`config.mk`:
```
export PLATFORM = sky130hd
export DESIGN_NAME = bdt_disc_store
export DESIGN_NICKNAME = d
export VERILOG_FILES = /design/src/design/bouncing_disc_table_update_unit_assert.svh /design/src/design/bdt_pkg.sv /design/src/design/bdt_disc_store.sv
export SDC_FILE = /design/constraint.sdc
export NUM_CORES = 2
export LEC_CHECK = 0
export BUFFER_PORTS_ARGS = -buffer_cell sky130_fd_sc_hd__buf_2
export CAP_MARGIN = 30
export CORE_ASPECT_RATIO = 2
export CORE_UTILIZATION = 35
export CTS_CLUSTER_SIZE = 28
export DETAILED_ROUTE_END_ITERATION = 8
export PLACE_DENSITY = 0.6
export SYNTH_ARGS = -nofsm -noshare
export SYNTH_HDL_FRONTEND = slang
export SYNTH_MEMORY_MAX_BITS = 65536
export SYNTH_SLANG_ARGS = --single-unit
```
`constraint.sdc`:
```
create_clock -name clk_i -period 7 [get_ports clk_i]
set_clock_uncertainty 0.1 [all_clocks]
set_input_delay 1.4 -clock clk_i [delete_from_list [all_inputs] [get_ports clk_i]]
set_output_delay 1.4 -clock clk_i [all_outputs]
set_load 0.01 [all_outputs]
```
`src/design/bouncing_disc_table_update_unit_assert.svh`:
```
// ----------------------------------------------------------------------------
// Bouncing disc table assertion macros
// Wraps the concurrent assertions used by the disc table update logic so
// that they can be compiled out as a group.
// ----------------------------------------------------------------------------
`ifndef BOUNCING_DISC_TABLE_UPDATE_UNIT_ASSERT_SVH
`define BOUNCING_DISC_TABLE_UPDATE_UNIT_ASSERT_SVH
`ifndef ASSERT_OFF
`define BDT_ASSERT(lbl, prop, msg) \
  lbl: assert property (@(posedge clk_i) disable iff (!rst_ni) (prop)) else $error(msg);
`define BDT_ASSERT_NEXT(lbl, ante, cons, msg) \
  lbl: assert property (@(posedge clk_i) disable iff (!rst_ni) (ante) |=> (cons)) \
    else $error(msg);
`else
`define BDT_ASSERT(lbl, prop, msg)
`define BDT_ASSERT_NEXT(lbl, ante, cons, msg)
`endif
`endif

```
`src/design/bdt_pkg.sv`:
```
// ----------------------------------------------------------------------------
// Bouncing disc table package
// Shared widths, codes, record types and arithmetic helpers.
// ----------------------------------------------------------------------------
package bdt_pkg;

  localparam int unsigned MaxDiscs = 64;
  localparam int unsigned IdxW     = 6;
  localparam int unsigned CntW     = 7;
  localparam int unsigned CoordW   = 12;
  localparam int unsigned FracW    = 4;
  localparam int unsigned PosW     = CoordW + 2 + FracW;
  localparam int unsigned ExtW     = PosW + 2;
  localparam int unsigned VelW     = 10;
  localparam int unsigned RadW     = 10;
  localparam int unsigned OutW     = 17;

  localparam logic [CoordW-1:0] WidthRst  = 12'd800;
  localparam logic [CoordW-1:0] HeightRst = 12'd600;

  typedef enum logic [1:0] {
    OP_ADD   = 2'd0,
    OP_CLEAR = 2'd1,
    OP_TICK  = 2'd2,
    OP_NOP   = 2'd3
  } opcode_e;

  typedef enum logic [1:0] {
    STAT_ADDED   = 2'd0,
    STAT_FULL    = 2'd1,
    STAT_CLEARED = 2'd2,
    STAT_REPORT  = 2'd3
  } status_e;

  typedef enum logic {
    CFG_WIDTH  = 1'b0,
    CFG_HEIGHT = 1'b1
  } cfg_reg_e;

  typedef logic signed [PosW-1:0] pos_t;
  typedef logic signed [ExtW-1:0] ext_t;
  typedef logic signed [VelW-1:0] vel_t;
  typedef logic        [RadW-1:0] rad_t;
  typedef logic        [IdxW-1:0] idx_t;
  typedef logic signed [OutW-1:0] out_pos_t;

  typedef struct packed {
    pos_t x;
    pos_t y;
  } disc_pos_t;

  typedef struct packed {
    vel_t vx;
    vel_t vy;
    rad_t rad;
  } disc_mot_t;

  typedef struct packed {
    logic valid;
    logic last;
    idx_t idx;
  } tag_t;

  localparam ext_t OutMax = ExtW'(2 ** (OutW - 1) - 1);
  localparam ext_t OutMin = ExtW'(-(2 ** (OutW - 1)));

  // Negation where the most negative velocity saturates to the most positive.
  function automatic vel_t neg_sat(input vel_t v);
    logic signed [VelW:0] n;
    n = -$signed({v[VelW-1], v});
    if (n[VelW] != n[VelW-1]) begin
      return {1'b0, {(VelW - 1){1'b1}}};
    end
    return n[VelW-1:0];
  endfunction

  function automatic out_pos_t sat_out(input ext_t p);
    if (p > OutMax) begin
      return OutMax[OutW-1:0];
    end
    if (p < OutMin) begin
      return OutMin[OutW-1:0];
    end
    return p[OutW-1:0];
  endfunction

  function automatic ext_t rad_ext(input rad_t r);
    return $signed({{(ExtW - RadW){1'b0}}, r});
  endfunction

endpackage

```
`src/design/bdt_disc_store.sv`:
```
// ----------------------------------------------------------------------------
// Disc store
// Position and motion memories, one write port and one registered read port.
// ----------------------------------------------------------------------------
module bdt_disc_store (
  input  logic               clk_i,
  input  logic               we_i,
  input  bdt_pkg::idx_t      waddr_i,
  input  bdt_pkg::disc_pos_t wpos_i,
  input  bdt_pkg::disc_mot_t wmot_i,
  input  bdt_pkg::idx_t      raddr_i,
  output bdt_pkg::disc_pos_t rpos_o,
  output bdt_pkg::disc_mot_t rmot_o
);
  import bdt_pkg::*;

  disc_pos_t pos_mem [MaxDiscs];
  disc_mot_t mot_mem [MaxDiscs];
  disc_pos_t rpos_q;
  disc_mot_t rmot_q;

  always_ff @(posedge clk_i) begin
    if (we_i) begin
      pos_mem[waddr_i] <= wpos_i;
      mot_mem[waddr_i] <= wmot_i;
    end
  end

  always_ff @(posedge clk_i) begin
    rpos_q <= pos_mem[raddr_i];
    rmot_q <= mot_mem[raddr_i];
  end

  assign rpos_o = rpos_q;
  assign rmot_o = rmot_q;

endmodule

```
### Word level (Yosys, flattened, before mapping)

Memories as Yosys holds them, arrays and structs flattened. A register that Yosys moved wholly into a read port is not among the register bits.
Cells that the tools add are included.

| storage, ports and cells | value |
|---|---|
| RAM bits | 4224 |
| output and inout bits | 66 |
| register bits after elaboration | 0 |
| memories kept | 2 |

Memories:

| name | depth | width | rd ports | clocked after Yosys merged registers in | wr ports | RTL line | source |
|---|---|---|---|---|---|---|---|
| pos_mem | 64 | 36 | 1 | 1 | 1 | bdt_disc_store.sv:17 | `disc_pos_t pos_mem [MaxDiscs];` |
| mot_mem | 64 | 30 | 1 | 1 | 1 | bdt_disc_store.sv:18 | `disc_mot_t mot_mem [MaxDiscs];` |

| cells by class | value |
|---|---|
| muxes and demuxes | 2 |

Operators by type and width:

| operator | count |
|---|---|
| $mux W1 | 2 |

### Logic depth before layout (Yosys ltp)

| logic depth | value |
|---|---|
| depth in word-level cells | 2 |
| mapped depth | 10 |
| mapped depth without buffers | 5 |

### Worst setup path before layout

No wires, ideal clock.

| timing path | value |
|---|---|
| path type | in2reg |
| from | input port waddr_i[3] |
| to | memory mot_mem[10][0] in the netlist's numbering (enable) |
| slack | 1417 ps |
| setup time | 491 ps |
| required time | 6409 ps |
| stages | 4 |
| arrival time | 4992 ps |
| cells stage by stage | clkbuf_1 -> or3b_2 -> clkbuf_1 -> nor2_1 |

RTL lines:

| item | RTL line | source |
|---|---|---|
| start, declared | bdt_disc_store.sv:8 | `input bdt_pkg::idx_t waddr_i,` |
| end, declared | bdt_disc_store.sv:18 |  |

Straight into the memory's write port.

==> key figures <==
Timing
  • RSZ-0062 raised after global routing: no
  • Max Clk Rate: 0.239 GHz
  • Slew Viols, Final: 0
  • Fin crit period: 4.18 ns
  • Slew headroom: 0.274
  • Setup_tns: 0 ns
  • Final period util: 0.597
  • Worst Max-Slew Pin Slew: 1.09 ns
  • Final Hold Viols: 0
  • # setup viols final: 0

Critical path
  • CP Data Arrival Time: 4.95 ns
  • Crit end category: flip-flop
  • Launch point of the worst reg-to-reg path: pos_mem[40][21]
  • Setup CP Type: in -> reg
  • Top fanout value on the critical path: 32
  • Crit. Startpoint: raddr_i[3]
  • Startpoint Class: input pin
  • CP required: 7.77 ns
  • R2r setup slk: 4.66 ns

Power
  • Pwr dens: 281 nW/um2
  • Lkg Pwr: 55.7 nW
  • Maximum vdd drop: 0.000206 V

Final layout
  • P&R area growth vs syn: 13.9%
  • Non-Filler Instances: 13.6k
  • Fill cell count: 39.6k
  • Final #Nets: 7347
  • Share of layout cells above drive strength 1: 0.273
  • Total area of sequential cells: 128000 um2
  • Multi-input logic area: 31000 um2

Floorplan
  • DIE AREA: 462000 um2
  • Initial Util: 0.351
  • Area of the core: 457000 um2
  • Die height: 960 um
  • Num ports: 146
  • Die W: 481 um
  • FP Rows: 351

Yosys
  • Synth top cells by count: edfxtp_1 (4224), mux4_2 (1003), o22ai_1 (317), clkbuf_1 (199), nor2_1 (127)
  • Ranking of synthesized cells by area: edfxtp_1 (79%), mux4_2 (14%), o22ai_1 (1.2%)
  • Ys async rst share: 0
  • Synth unique cells: 34
  • Synth warnings: 0
  • Syn_nets: 6933
  • Syn avg cell area: 23.4 um2
  • Most used DFF post-synth: edfxtp_1
  • Synth Register Bits: 4290
  • Post-Syn Area: 161000 um2
  • Yosys top cell area share: 0.790
  • Cells after Synth: 6853
  • Sequential cell area fraction in the yosys report: 0.798
  • Yosys top cell by area: edfxtp_1
  • Count leader, synth: edfxtp_1
  • Number of synthesized flops with an enable pin: 4224

Drt
  • Via density: 5.77
  • Final wirelength: 499000 um
  • Drt initial violations: 9480
  • DRC: 0
  • Vias: 78.4k
  • Antenna-violating nets left: 0
  • 1st-pass router iterations: 6
  • Routed wire per std cell: 36.8 um

Clocking
  • CTS Buffer Depth: 4
  • Total CTS buffers: 341
  • Post-CTS setup buffer count: 0
  • Clock-pin slew on the worst setup and hold paths: 0.07 ns
  • H-tree Lvls: 5
  • Post-CTS sizing: 0
  • # hold bufs at CTS: 0
  • Clock root cell: clkbuf_16
  • Clock latency on the worst-skew pair: 0.98 ns
  • TritonCTS clock tree: yes
  • CTS Sinks: 4290

Global route
  • Total GRT Usage: 0.213
  • Largest net degree at the start of global routing: 105
  • First-pass GRT wire length: 675000 um
  • Initial antenna violation count: 55
  • Vias in the first global route: 80.9k
  • Gr ovfl total: 0

Hold path
  • Worst Hold Launch: wpos_i[10]
  • Hold Crit Class: in -> reg

Placed design
  • GP Congestion: 0.805
  • Post-DP HPWL: 289000 um
  • Port Buf Inserts: 145
  • Placed cells: 12.9k

Job
  • Maxcap violations: 0

Run status
  • Status: finished clean
==> per-layer routing <==
layer / track usage / share of wire
met5: 0 / 0.00036
met4: 0.104 / 0.053
met3: 0.0315 / 0.067
met2: 0.398 / 0.55
met1: 0.232 / 0.33
==> through the flow <==
stage / power, mW / hold WS [ns] / setup slack [ns] / util / instance area, um2
4_1_cts: 51.6 / 0.623 / 2.88 / 0.399 / 182000
3_5_place_dp: 31.8 / 0.696 / 1.93 / 0.374 / 171000
3_3_place_gp: 31.7 / 0.698 / 1.94 / 0.372 / 170000
5_1_grt: 52.5 / 0.527 / 2.96 / 0.400 / 183000
2_1_floorplan: 30.4 / 0.597 / 1.42 / - / 161000
6_report: 51.3 / 0.542 / 2.82 / 0.400 / 183000
==> power by group <==
group / switching, mW / internal [mW] / leakage (nW)
clock network: 9.16 / 11.0 / 5.51
logic: 1.64 / 0.927 / 11.7
registers: 0.194 / 28.4 / 38.6
==> final timing paths <==
| path | cells after the start | to |
|---|---|---|
| worst max-delay path | 7 | rpos_o[21] |
| worst min register to register | 5 | rpos_o[30] |
| worst min-delay path | 1 | pos_mem[36][10] |
| worst max register to register | 5 | rpos_o[21] |
==> cells in the final DEF, fill, tap and decap left out, types with 76 or more instances in the layout <==
master | Yosys | routed
buf_4 | 57 | 196
clkbuf_1 | 199 | 80
clkbuf_16 | 0 | 345
buf_12 | 0 | 115
mux4_2 | 1003 | 1003
o22ai_1 | 317 | 317
mux2i_1 | 125 | 125
buf_2 | 94 | 142
nor2b_1 | 78 | 76
a211oi_1 | 102 | 100
edfxtp_1 | 4224 | 4224
==> cells by family after synthesis <==
group,count (synthesis),synth area share
AND/OR/NAND/NOR,392,0.0123
multiplexers,1128,0.149
buffers and inverters,396,0.0124
AO/OA/AOI/OAI,647,0.0283
flip-flops,4290,0.798
==> flip-flops by register name, summed over array words and instances, names as in the netlist <==
| name | count |
|---|---|
| pos_mem | 2304 |
| rmot_o | 30 |
| mot_mem | 1920 |
| rpos_o | 36 |
==> cell type report <==
class / count / area share
clock inverters: 163 / 0.0113
well taps: 6001 / 0.0411
repair buffers: 467 / 0.0262
clock buffers: 450 / 0.0507
flip-flops and latches: 4290 / 0.701
multi-input cells: 2167 / 0.169
diodes: 39 / 0.000534
==> worst max-delay path: stages <==
cell      delay (ns)
buf_2           0.56
buf_4           0.65
nand2b_4        0.71
buf_12          0.45
a211oi_1        0.08
nor3_1          0.73
o22a_1          0.23
Note: power is estimated with default switching activity, not from simulation.
