--- src/design/bouncing_disc_table_update_unit_assert.svh ---
// ----------------------------------------------------------------------------
// Bouncing disc table assertion macros
// Wraps the concurrent assertions used by the disc table update logic so
// that they can be compiled out as a group.
// ----------------------------------------------------------------------------
`ifndef BOUNCING_DISC_TABLE_UPDATE_UNIT_ASSERT_SVH
`define BOUNCING_DISC_TABLE_UPDATE_UNIT_ASSERT_SVH
`ifndef ASSERT_OFF
`define BDT_ASSERT(lbl, prop, msg) \
  lbl: assert property (@(posedge clk_i) disable iff (!rst_ni) (prop)) else $error(msg);
`define BDT_ASSERT_NEXT(lbl, ante, cons, msg) \
  lbl: assert property (@(posedge clk_i) disable iff (!rst_ni) (ante) |=> (cons)) \
    else $error(msg);
`else
`define BDT_ASSERT(lbl, prop, msg)
`define BDT_ASSERT_NEXT(lbl, ante, cons, msg)
`endif
`endif

--- src/design/bdt_pkg.sv ---
// ----------------------------------------------------------------------------
// Bouncing disc table package
// Shared widths, codes, record types and arithmetic helpers.
// ----------------------------------------------------------------------------
package bdt_pkg;

  localparam int unsigned MaxDiscs = 64;
  localparam int unsigned IdxW     = 6;
  localparam int unsigned CntW     = 7;
  localparam int unsigned CoordW   = 12;
  localparam int unsigned FracW    = 4;
  localparam int unsigned PosW     = CoordW + 2 + FracW;
  localparam int unsigned ExtW     = PosW + 2;
  localparam int unsigned VelW     = 10;
  localparam int unsigned RadW     = 10;
  localparam int unsigned OutW     = 17;

  localparam logic [CoordW-1:0] WidthRst  = 12'd800;
  localparam logic [CoordW-1:0] HeightRst = 12'd600;

  typedef enum logic [1:0] {
    OP_ADD   = 2'd0,
    OP_CLEAR = 2'd1,
    OP_TICK  = 2'd2,
    OP_NOP   = 2'd3
  } opcode_e;

  typedef enum logic [1:0] {
    STAT_ADDED   = 2'd0,
    STAT_FULL    = 2'd1,
    STAT_CLEARED = 2'd2,
    STAT_REPORT  = 2'd3
  } status_e;

  typedef enum logic {
    CFG_WIDTH  = 1'b0,
    CFG_HEIGHT = 1'b1
  } cfg_reg_e;

  typedef logic signed [PosW-1:0] pos_t;
  typedef logic signed [ExtW-1:0] ext_t;
  typedef logic signed [VelW-1:0] vel_t;
  typedef logic        [RadW-1:0] rad_t;
  typedef logic        [IdxW-1:0] idx_t;
  typedef logic signed [OutW-1:0] out_pos_t;

  typedef struct packed {
    pos_t x;
    pos_t y;
  } disc_pos_t;

  typedef struct packed {
    vel_t vx;
    vel_t vy;
    rad_t rad;
  } disc_mot_t;

  typedef struct packed {
    logic valid;
    logic last;
    idx_t idx;
  } tag_t;

  localparam ext_t OutMax = ExtW'(2 ** (OutW - 1) - 1);
  localparam ext_t OutMin = ExtW'(-(2 ** (OutW - 1)));

  // Negation where the most negative velocity saturates to the most positive.
  function automatic vel_t neg_sat(input vel_t v);
    logic signed [VelW:0] n;
    n = -$signed({v[VelW-1], v});
    if (n[VelW] != n[VelW-1]) begin
      return {1'b0, {(VelW - 1){1'b1}}};
    end
    return n[VelW-1:0];
  endfunction

  function automatic out_pos_t sat_out(input ext_t p);
    if (p > OutMax) begin
      return OutMax[OutW-1:0];
    end
    if (p < OutMin) begin
      return OutMin[OutW-1:0];
    end
    return p[OutW-1:0];
  endfunction

  function automatic ext_t rad_ext(input rad_t r);
    return $signed({{(ExtW - RadW){1'b0}}, r});
  endfunction

endpackage

--- src/design/bdt_motion_pipe.sv ---
// ----------------------------------------------------------------------------
// Disc motion pipeline
// Moves one disc by its velocity, then applies the right and top wall clamps
// in one stage and the left and bottom wall clamps at the output.
// ----------------------------------------------------------------------------
module bdt_motion_pipe (
  input  logic               clk_i,
  input  logic               rst_ni,
  input  logic               adv_i,
  input  bdt_pkg::tag_t      tag_i,
  input  bdt_pkg::disc_pos_t pos_i,
  input  bdt_pkg::disc_mot_t mot_i,
  input  bdt_pkg::ext_t      wfx_i,
  input  bdt_pkg::ext_t      hfx_i,
  output bdt_pkg::tag_t      tag_o,
  output bdt_pkg::disc_pos_t pos_o,
  output bdt_pkg::disc_mot_t mot_o
);
  import bdt_pkg::*;

  tag_t      b_tag_q, c_tag_q;
  ext_t      b_x_q, b_y_q, c_x_q, c_y_q;
  disc_mot_t b_mot_q, c_mot_q;

  ext_t      b_x_d, b_y_d, c_x_d, c_y_d;
  disc_mot_t c_mot_d;
  ext_t      b_r, c_r;
  ext_t      o_x, o_y;

  always_comb begin
    b_x_d = ExtW'(pos_i.x) + ExtW'(mot_i.vx);
    b_y_d = ExtW'(pos_i.y) + ExtW'(mot_i.vy);
  end

  always_comb begin
    b_r     = rad_ext(b_mot_q.rad);
    c_x_d   = b_x_q;
    c_y_d   = b_y_q;
    c_mot_d = b_mot_q;
    if (b_x_q + b_r > wfx_i) begin
      c_x_d      = wfx_i - b_r;
      c_mot_d.vx = neg_sat(b_mot_q.vx);
    end
    if (b_y_q + b_r > hfx_i) begin
      c_y_d      = hfx_i - b_r;
      c_mot_d.vy = neg_sat(b_mot_q.vy);
    end
  end

  always_comb begin
    c_r   = rad_ext(c_mot_q.rad);
    o_x   = c_x_q;
    o_y   = c_y_q;
    mot_o = c_mot_q;
    if (c_x_q < c_r) begin
      o_x      = c_r;
      mot_o.vx = neg_sat(c_mot_q.vx);
    end
    if (c_y_q < c_r) begin
      o_y      = c_r;
      mot_o.vy = neg_sat(c_mot_q.vy);
    end
    pos_o.x = o_x[PosW-1:0];
    pos_o.y = o_y[PosW-1:0];
  end

  always_ff @(posedge clk_i or negedge rst_ni) begin
    if (!rst_ni) begin
      b_tag_q <= '0;
      c_tag_q <= '0;
    end else if (adv_i) begin
      b_tag_q <= tag_i;
      c_tag_q <= b_tag_q;
    end
  end

  always_ff @(posedge clk_i) begin
    if (adv_i) begin
      b_x_q   <= b_x_d;
      b_y_q   <= b_y_d;
      b_mot_q <= mot_i;
      c_x_q   <= c_x_d;
      c_y_q   <= c_y_d;
      c_mot_q <= c_mot_d;
    end
  end

  assign tag_o = c_tag_q;

endmodule

--- config.mk ---
export PLATFORM = sky130hd
export DESIGN_NAME = bdt_motion_pipe
export DESIGN_NICKNAME = d
export VERILOG_FILES = /design/src/design/bouncing_disc_table_update_unit_assert.svh /design/src/design/bdt_pkg.sv /design/src/design/bdt_motion_pipe.sv
export SDC_FILE = /design/constraint.sdc
export NUM_CORES = 1
export LEC_CHECK = 0
export ABC_AREA = 1
export BUFFER_PORTS_ARGS = -buffer_cell sky130_fd_sc_hd__buf_2
export CELL_PAD_IN_SITES_DETAIL_PLACEMENT = 2
export CELL_PAD_IN_SITES_GLOBAL_PLACEMENT = 2
export CORE_ASPECT_RATIO = 1.25
export CORE_MARGIN = 2
export CORE_UTILIZATION = 36
export CTS_CLUSTER_DIAMETER = 120
export CTS_CLUSTER_SIZE = 40
export DETAILED_ROUTE_END_ITERATION = 8
export GPL_TIMING_DRIVEN = 0
export PLACE_DENSITY_LB_ADDON = 0.1
export RECOVER_POWER = 100
export SKIP_LAST_GASP = 1
export SYNTH_ARGS = -nofsm -noshare
export SYNTH_HDL_FRONTEND = slang
export SYNTH_SLANG_ARGS = --single-unit
--- constraint.sdc ---
create_clock -name clk_i -period 5.1 [get_ports clk_i]
set_input_delay 0.765 -clock clk_i [delete_from_list [all_inputs] [get_ports clk_i]]
set_output_delay 0.765 -clock clk_i [all_outputs]
set_load 0.005 [all_outputs]
# [Word level (Yosys, flattened, before mapping)]
# Index checks and enable logic that the tools add are counted.
[classes] addsub=10 n_eq_ne=4 n_lt_le_gt_ge=4 muxes=24
[op_table] operator="10-bit two-way mux" count=12
[op_table] operator="10-bit negation with 11-bit output" count=4
[op_table] operator="20-bit by 11-bit adder with 20-bit output" count=2
[op_table] operator="20-bit greater-than comparator" count=2
[op_table] operator="20-bit by 11-bit less-than comparator with 1-bit output" count=2
[op_table] operator="20-bit two-way mux" count=2
[op_table] operator="20-bit by 11-bit subtractor with 20-bit output" count=2
[op_table] operator="18-bit by 10-bit adder with 19-bit output" count=2
[op_table] operator="18-bit two-way mux" count=2
[op_table] operator="1-bit two-way mux" count=8
[op_table] operator="1-bit inequality test" count=4
[totals] register_bits=156 output_inout_bits=74 word_cells=58 inputBits=117

# [Depth between registers and ports, before layout]
[depth] word_depth=6 mapped_depth=25 ltp_nobuf=24

# [Worst setup path before layout]
# Ideal clock, no wire load.
[synth_path] kind="register to register" startpoint="register b_mot_q[0] (netlist bit)" endpoint="register c_mot_q[10] (netlist bit) (data pin)" stages_incl_launch_ff=23 setup_time_ns=0.260 period_less_slack_ns=3.476 path_slack_ns=1.624 required_ns=4.840 n_path_buf=2 arrival_ns=3.216 cell_sequence="edfxtp_1 -> ha_1 -> fa_1 -> nand3_1 -> nand2_1 -> a21boi_0 -> o21ai_0 -> nand2_1 -> nand3_1 -> nand2_1 -> inv_1 -> ha_1 -> nand2_1 -> nor2_1 -> nand2_1 -> nor2_1 -> nand2_1 -> nand3_1 -> nand2_2 -> nand3_1 -> buf_4 -> buf_6 -> o21bai_1"
[synth_lines] element="start: declaration" line="bdt_motion_pipe.sv:23" source="disc_mot_t b_mot_q, c_mot_q;"
[synth_lines] element="start signal: assignment" line="bdt_motion_pipe.sv:81" source="b_mot_q <= mot_i;"
[synth_lines] element="end signal: assignment" line="bdt_motion_pipe.sv:84" source="c_mot_q <= c_mot_d;"
[synth_lines] element="end: declaration" line="bdt_motion_pipe.sv:23"

# [Final worst setup path]
[layout_path] startpoint="register b_mot_q[0] (netlist bit)" endpoint="register c_y_q[9] (data pin)"
[layout_via] elab_chain_len=3 elab_cells_between_ends=4 cone_classes="add/sub (2); order compare (1); mux (1)"
[layout_rtl] element="20-bit by 11-bit adder with 20-bit output" line="bdt_motion_pipe.sv:44" source="if (b_y_q + b_r > hfx_i) begin"
[layout_rtl] element="20-bit greater-than comparator" line="bdt_motion_pipe.sv:44"
[layout_rtl] element="20-bit two-way mux *" line="bdt_motion_pipe.sv:44"
[layout_rtl] element="net c_y_d[9]" line="bdt_motion_pipe.sv:25" source="ext_t b_x_d, b_y_d, c_x_d, c_y_d;"
[layout_rtl] element="end signal: assignment" line="bdt_motion_pipe.sv:83" source="c_y_q <= c_y_d;"
[layout_rtl] element="end: declaration" line="bdt_motion_pipe.sv:22" source="ext_t b_x_q, b_y_q, c_x_q, c_y_q;"
# Mark *: on every way through the listed nets, which the timed path passes. The rest lies on a longest branch.
# A chain may end at the register's enable or synchronous reset.

==> run metrics <==
net switching power=2.21 mW; Net Count, Synth=2159; Die Y=~220 um; # DRC=0; share of layout cells above drive strength 1=around a tenth; Via Count=13600; initial antenna violation count=0; clock buffer depth=2; final WL=51400 um; Leak Pwr=7.95 nW; mapped cell area=~0.014 mm^2; max_cap viols=1; post-synthesis sequential area ratio=between 30% and 40%; CP Launch Type=flip-flop; antenna cells=0; worst r2r path cells=20; Root Buffer=clkbuf_16; Slew HR=-101%; YS warnings=0; Worst VDD drop=192 uV; # clock sinks=154; I/O Buffers=190; most used cell, CP=nand2_1; TNS Setup=0 ns; Max Transition Viols Final=53; failing checks=capacitance limit, slew limit; Hold Vio Cnt, Final=0; die width=179 um; later-pin clock latency in the skew report=0.47 ns; critical path's largest stage delay=0.51 ns; crit end category=flip-flop; Slew @ Worst Pin=3.02 ns; synth unique cells=41; area of the die=0.0397 mm^2; total CTS buffers=17; sequential share of power=approximately 34%; Filler Cell Count=4520; EDFF count, synth=138; syn_area_per_cell=7.25 um^2; global-route wire length before repair=81700 um; GR Overflow Total=0; drt initial violations=roughly 540; status=complete, but fails checks; power per cell area=339 mW/mm^2; FF-to-FF setup slack=0.43 ns; Initial Util=36.6%; Net Sw Frac=~41%; Layout area overhead=15.0%; Final period util=approximately nine tenths; Post-Place Setup Slack=around 0.45 ns; FP Rows=79; largest net degree at the start of global routing=93; RSZ-0062 raised after global routing=false; Final HPWL DP=between 40000 and 50000 um; gpl congestion=0.891; Critical Path, Cell by Cell=ha_1, fa_1, nand3_1, nand2_1, a21boi_0, o22ai_1, xor2_1, ha_1, nand2_1, inv_1, nand2_1, nand2_1, a21oi_1, nand3_1, nand2_2, nand3_1, buf_4, buf_6, nand2_1, nand2_1; min cycle time layout=~4.7 ns; core area=0.0375 mm^2; Gate Count Post-Synth=around 1900; HP Class=input pin to asynchronous set/reset pin; commonest non-fill, non-tap cell in the layout=nand2_1; DRT antenna net count=0; Yosys reg bits=154; internal power component=approximately 3.1 mW; Fmax=roughly 210 MHz; Post-synth ARST share=between 10% and 20%; final setup margin=0.431 ns; DR pass1 iterations=5; Ports=191; critical path peak fanout=10; Clock Skew=0.0146 ns; CTS tree=done; vias in the first global route=15100; average routed wire per standard cell=19.8 um; Main synth FF type=edfxtp_1; Final #Nets=2369; Worst EP required=approximately 5.3 ns; Reg clk slew, reported paths=0.07 ns; critical path class=flip-flop to flip-flop; worst-path cell with the longest stage delay=edfxtp_1; most frequent cells in the layout=nand2_1, inv_1, nand3_1, ha_1; Logic pwr share=between 40% and 50%; Clock Power Share=24.8%; Vias/cell=5.24; Crit path arrival time=approximately 4.9 ns; cts hold-fix bufs=0; H-tree levels=4; Total GRT Usage=26.5%; Final setup viols=0
==> worst paths after layout <==
| check | startpoint | end |
|---|---|---|
| setup / recovery | b_mot_q[0] | c_y_q[9] |
| min in group clk_i | mot_i[7] | b_mot_q[7] |
| hold / removal | rst_ni | b_tag_q[4] |
| max in group asynchronous | rst_ni | b_tag_q[0] |
| hold reg to reg | b_tag_q[0] | tag_o[0] |
| setup reg to reg | b_mot_q[0] | c_y_q[9] |
==> logic make-up (layout without fill, tap and decap cells) <==
group,count (synthesis),count (layout),share of synthesized area [%]
buffers and inverters,294,517,8.62
AOI/OAI and AO/OA,198,198,7.83
xor gates and xnor gates,79,79,5.04
adders and majority gates,148,148,13.8
DFF,154,154,33.1
and+or+nand+nor,1021,1021,31.6
==> cells in the mapped netlist, types with 2 or more instances <==
cell type	n	area share, %
o21bai_1	12	0.66
clkinv_1	2	0.055
edfxtp_1	138	30
xor2_1	58	3.7
nand3b_1	11	0.60
xnor2_1	21	1.3
nor3_1	30	1.1
nor4_1	6	0.27
nand3_1	157	5.7
a21oi_1	98	3.6
or2_2	12	0.55
dfrtp_1	16	2.9
ha_1	142	13
a21o_1	5	0.27
nand2_2	3	0.14
a21boi_0	8	0.44
nor2_1	137	3.7
nand2_1	605	17
nand4_1	50	2.3
buf_4	11	0.60
clkbuf_1	16	0.44
fa_1	6	0.88
o21a_1	2	0.11
inv_1	253	6.9
and2_1	5	0.23
a31oi_1	2	0.091
o21ai_0	65	2.4
buf_2	7	0.26
buf_6	4	0.33
==> per-layer routing <==
metal	global-route usage [%]	vias up	wire length, um
met3	2.81	67	1290
met5	0	-	0
li1	-	6664	-
met2	47.6	215	25900
met1	33.2	6690	23000
met4	7.87	0	1240
==> flip-flops by register name, indices dropped and copies added, names as in the netlist <==
name and flops:
tag_o 8, c_mot_q 20, mot_o 10, c_x_q 20, b_y_q 19, b_mot_q 30
c_y_q 20, b_tag_q 8, b_x_q 19
==> through the flow <==
stage	utilization, %	power (mW)	hold slack (ns)	cells	instance area (um^2)
floorplan	-	3.19	0.469	1894	13700
global placement	40.8	3.90	0.498	2570	15300
detailed placement	40.9	4.06	0.516	2571	15300
CTS	42.5	5.41	0.195	2603	15900
global route	42.1	5.72	0.424	2603	15800
finish	42.1	5.35	0.394	2603	15800
==> power groups by stage <==
stage / logic [mW] / clock network [mW] / registers [mW]
floorplan: 1.43 / 0 / 1.76
global placement: 2.05 / 0 / 1.85
detailed placement: 2.20 / 0 / 1.86
CTS: 2.23 / 1.34 / 1.83
global route: 2.49 / 1.37 / 1.86
finish: 2.19 / 1.33 / 1.83
==> worst max-delay path: cells and delay by family, from the launching register on <==
family	cells	cell delay (ns)
AND/OR/NAND/NOR	10	1.23
adder cells (fa/ha/maj)	3	0.97
AO/OA/AOI/OAI	3	1.05
flip-flops	1	0.51
buffers and inverters	3	0.42
XOR/XNOR	1	0.20
==> layout make-up <==
class | count | area, um^2 | share of cell area, %
Buffer | 38 | 221 | 1.40
Clock buffer | 21 | 493 | 3.12
Clock inverter | 11 | 93.8 | 0.594
Inverter | 256 | 961 | 6.09
Multi-Input combinational cell | 1446 | 7990 | 50.6
Sequential cell | 154 | 4540 | 28.8
Tap cell | 486 | 608 | 3.85
Timing Repair Buffer | 191 | 877 | 5.55
==> what timing repair did <==
item,in CTS,in global routing
endpoints found under the hold margin,0,0
endpoints found under the setup margin,0,2
resized for setup,0,4
buffers inserted,0,0
Power figures use the tool's default switching activity.
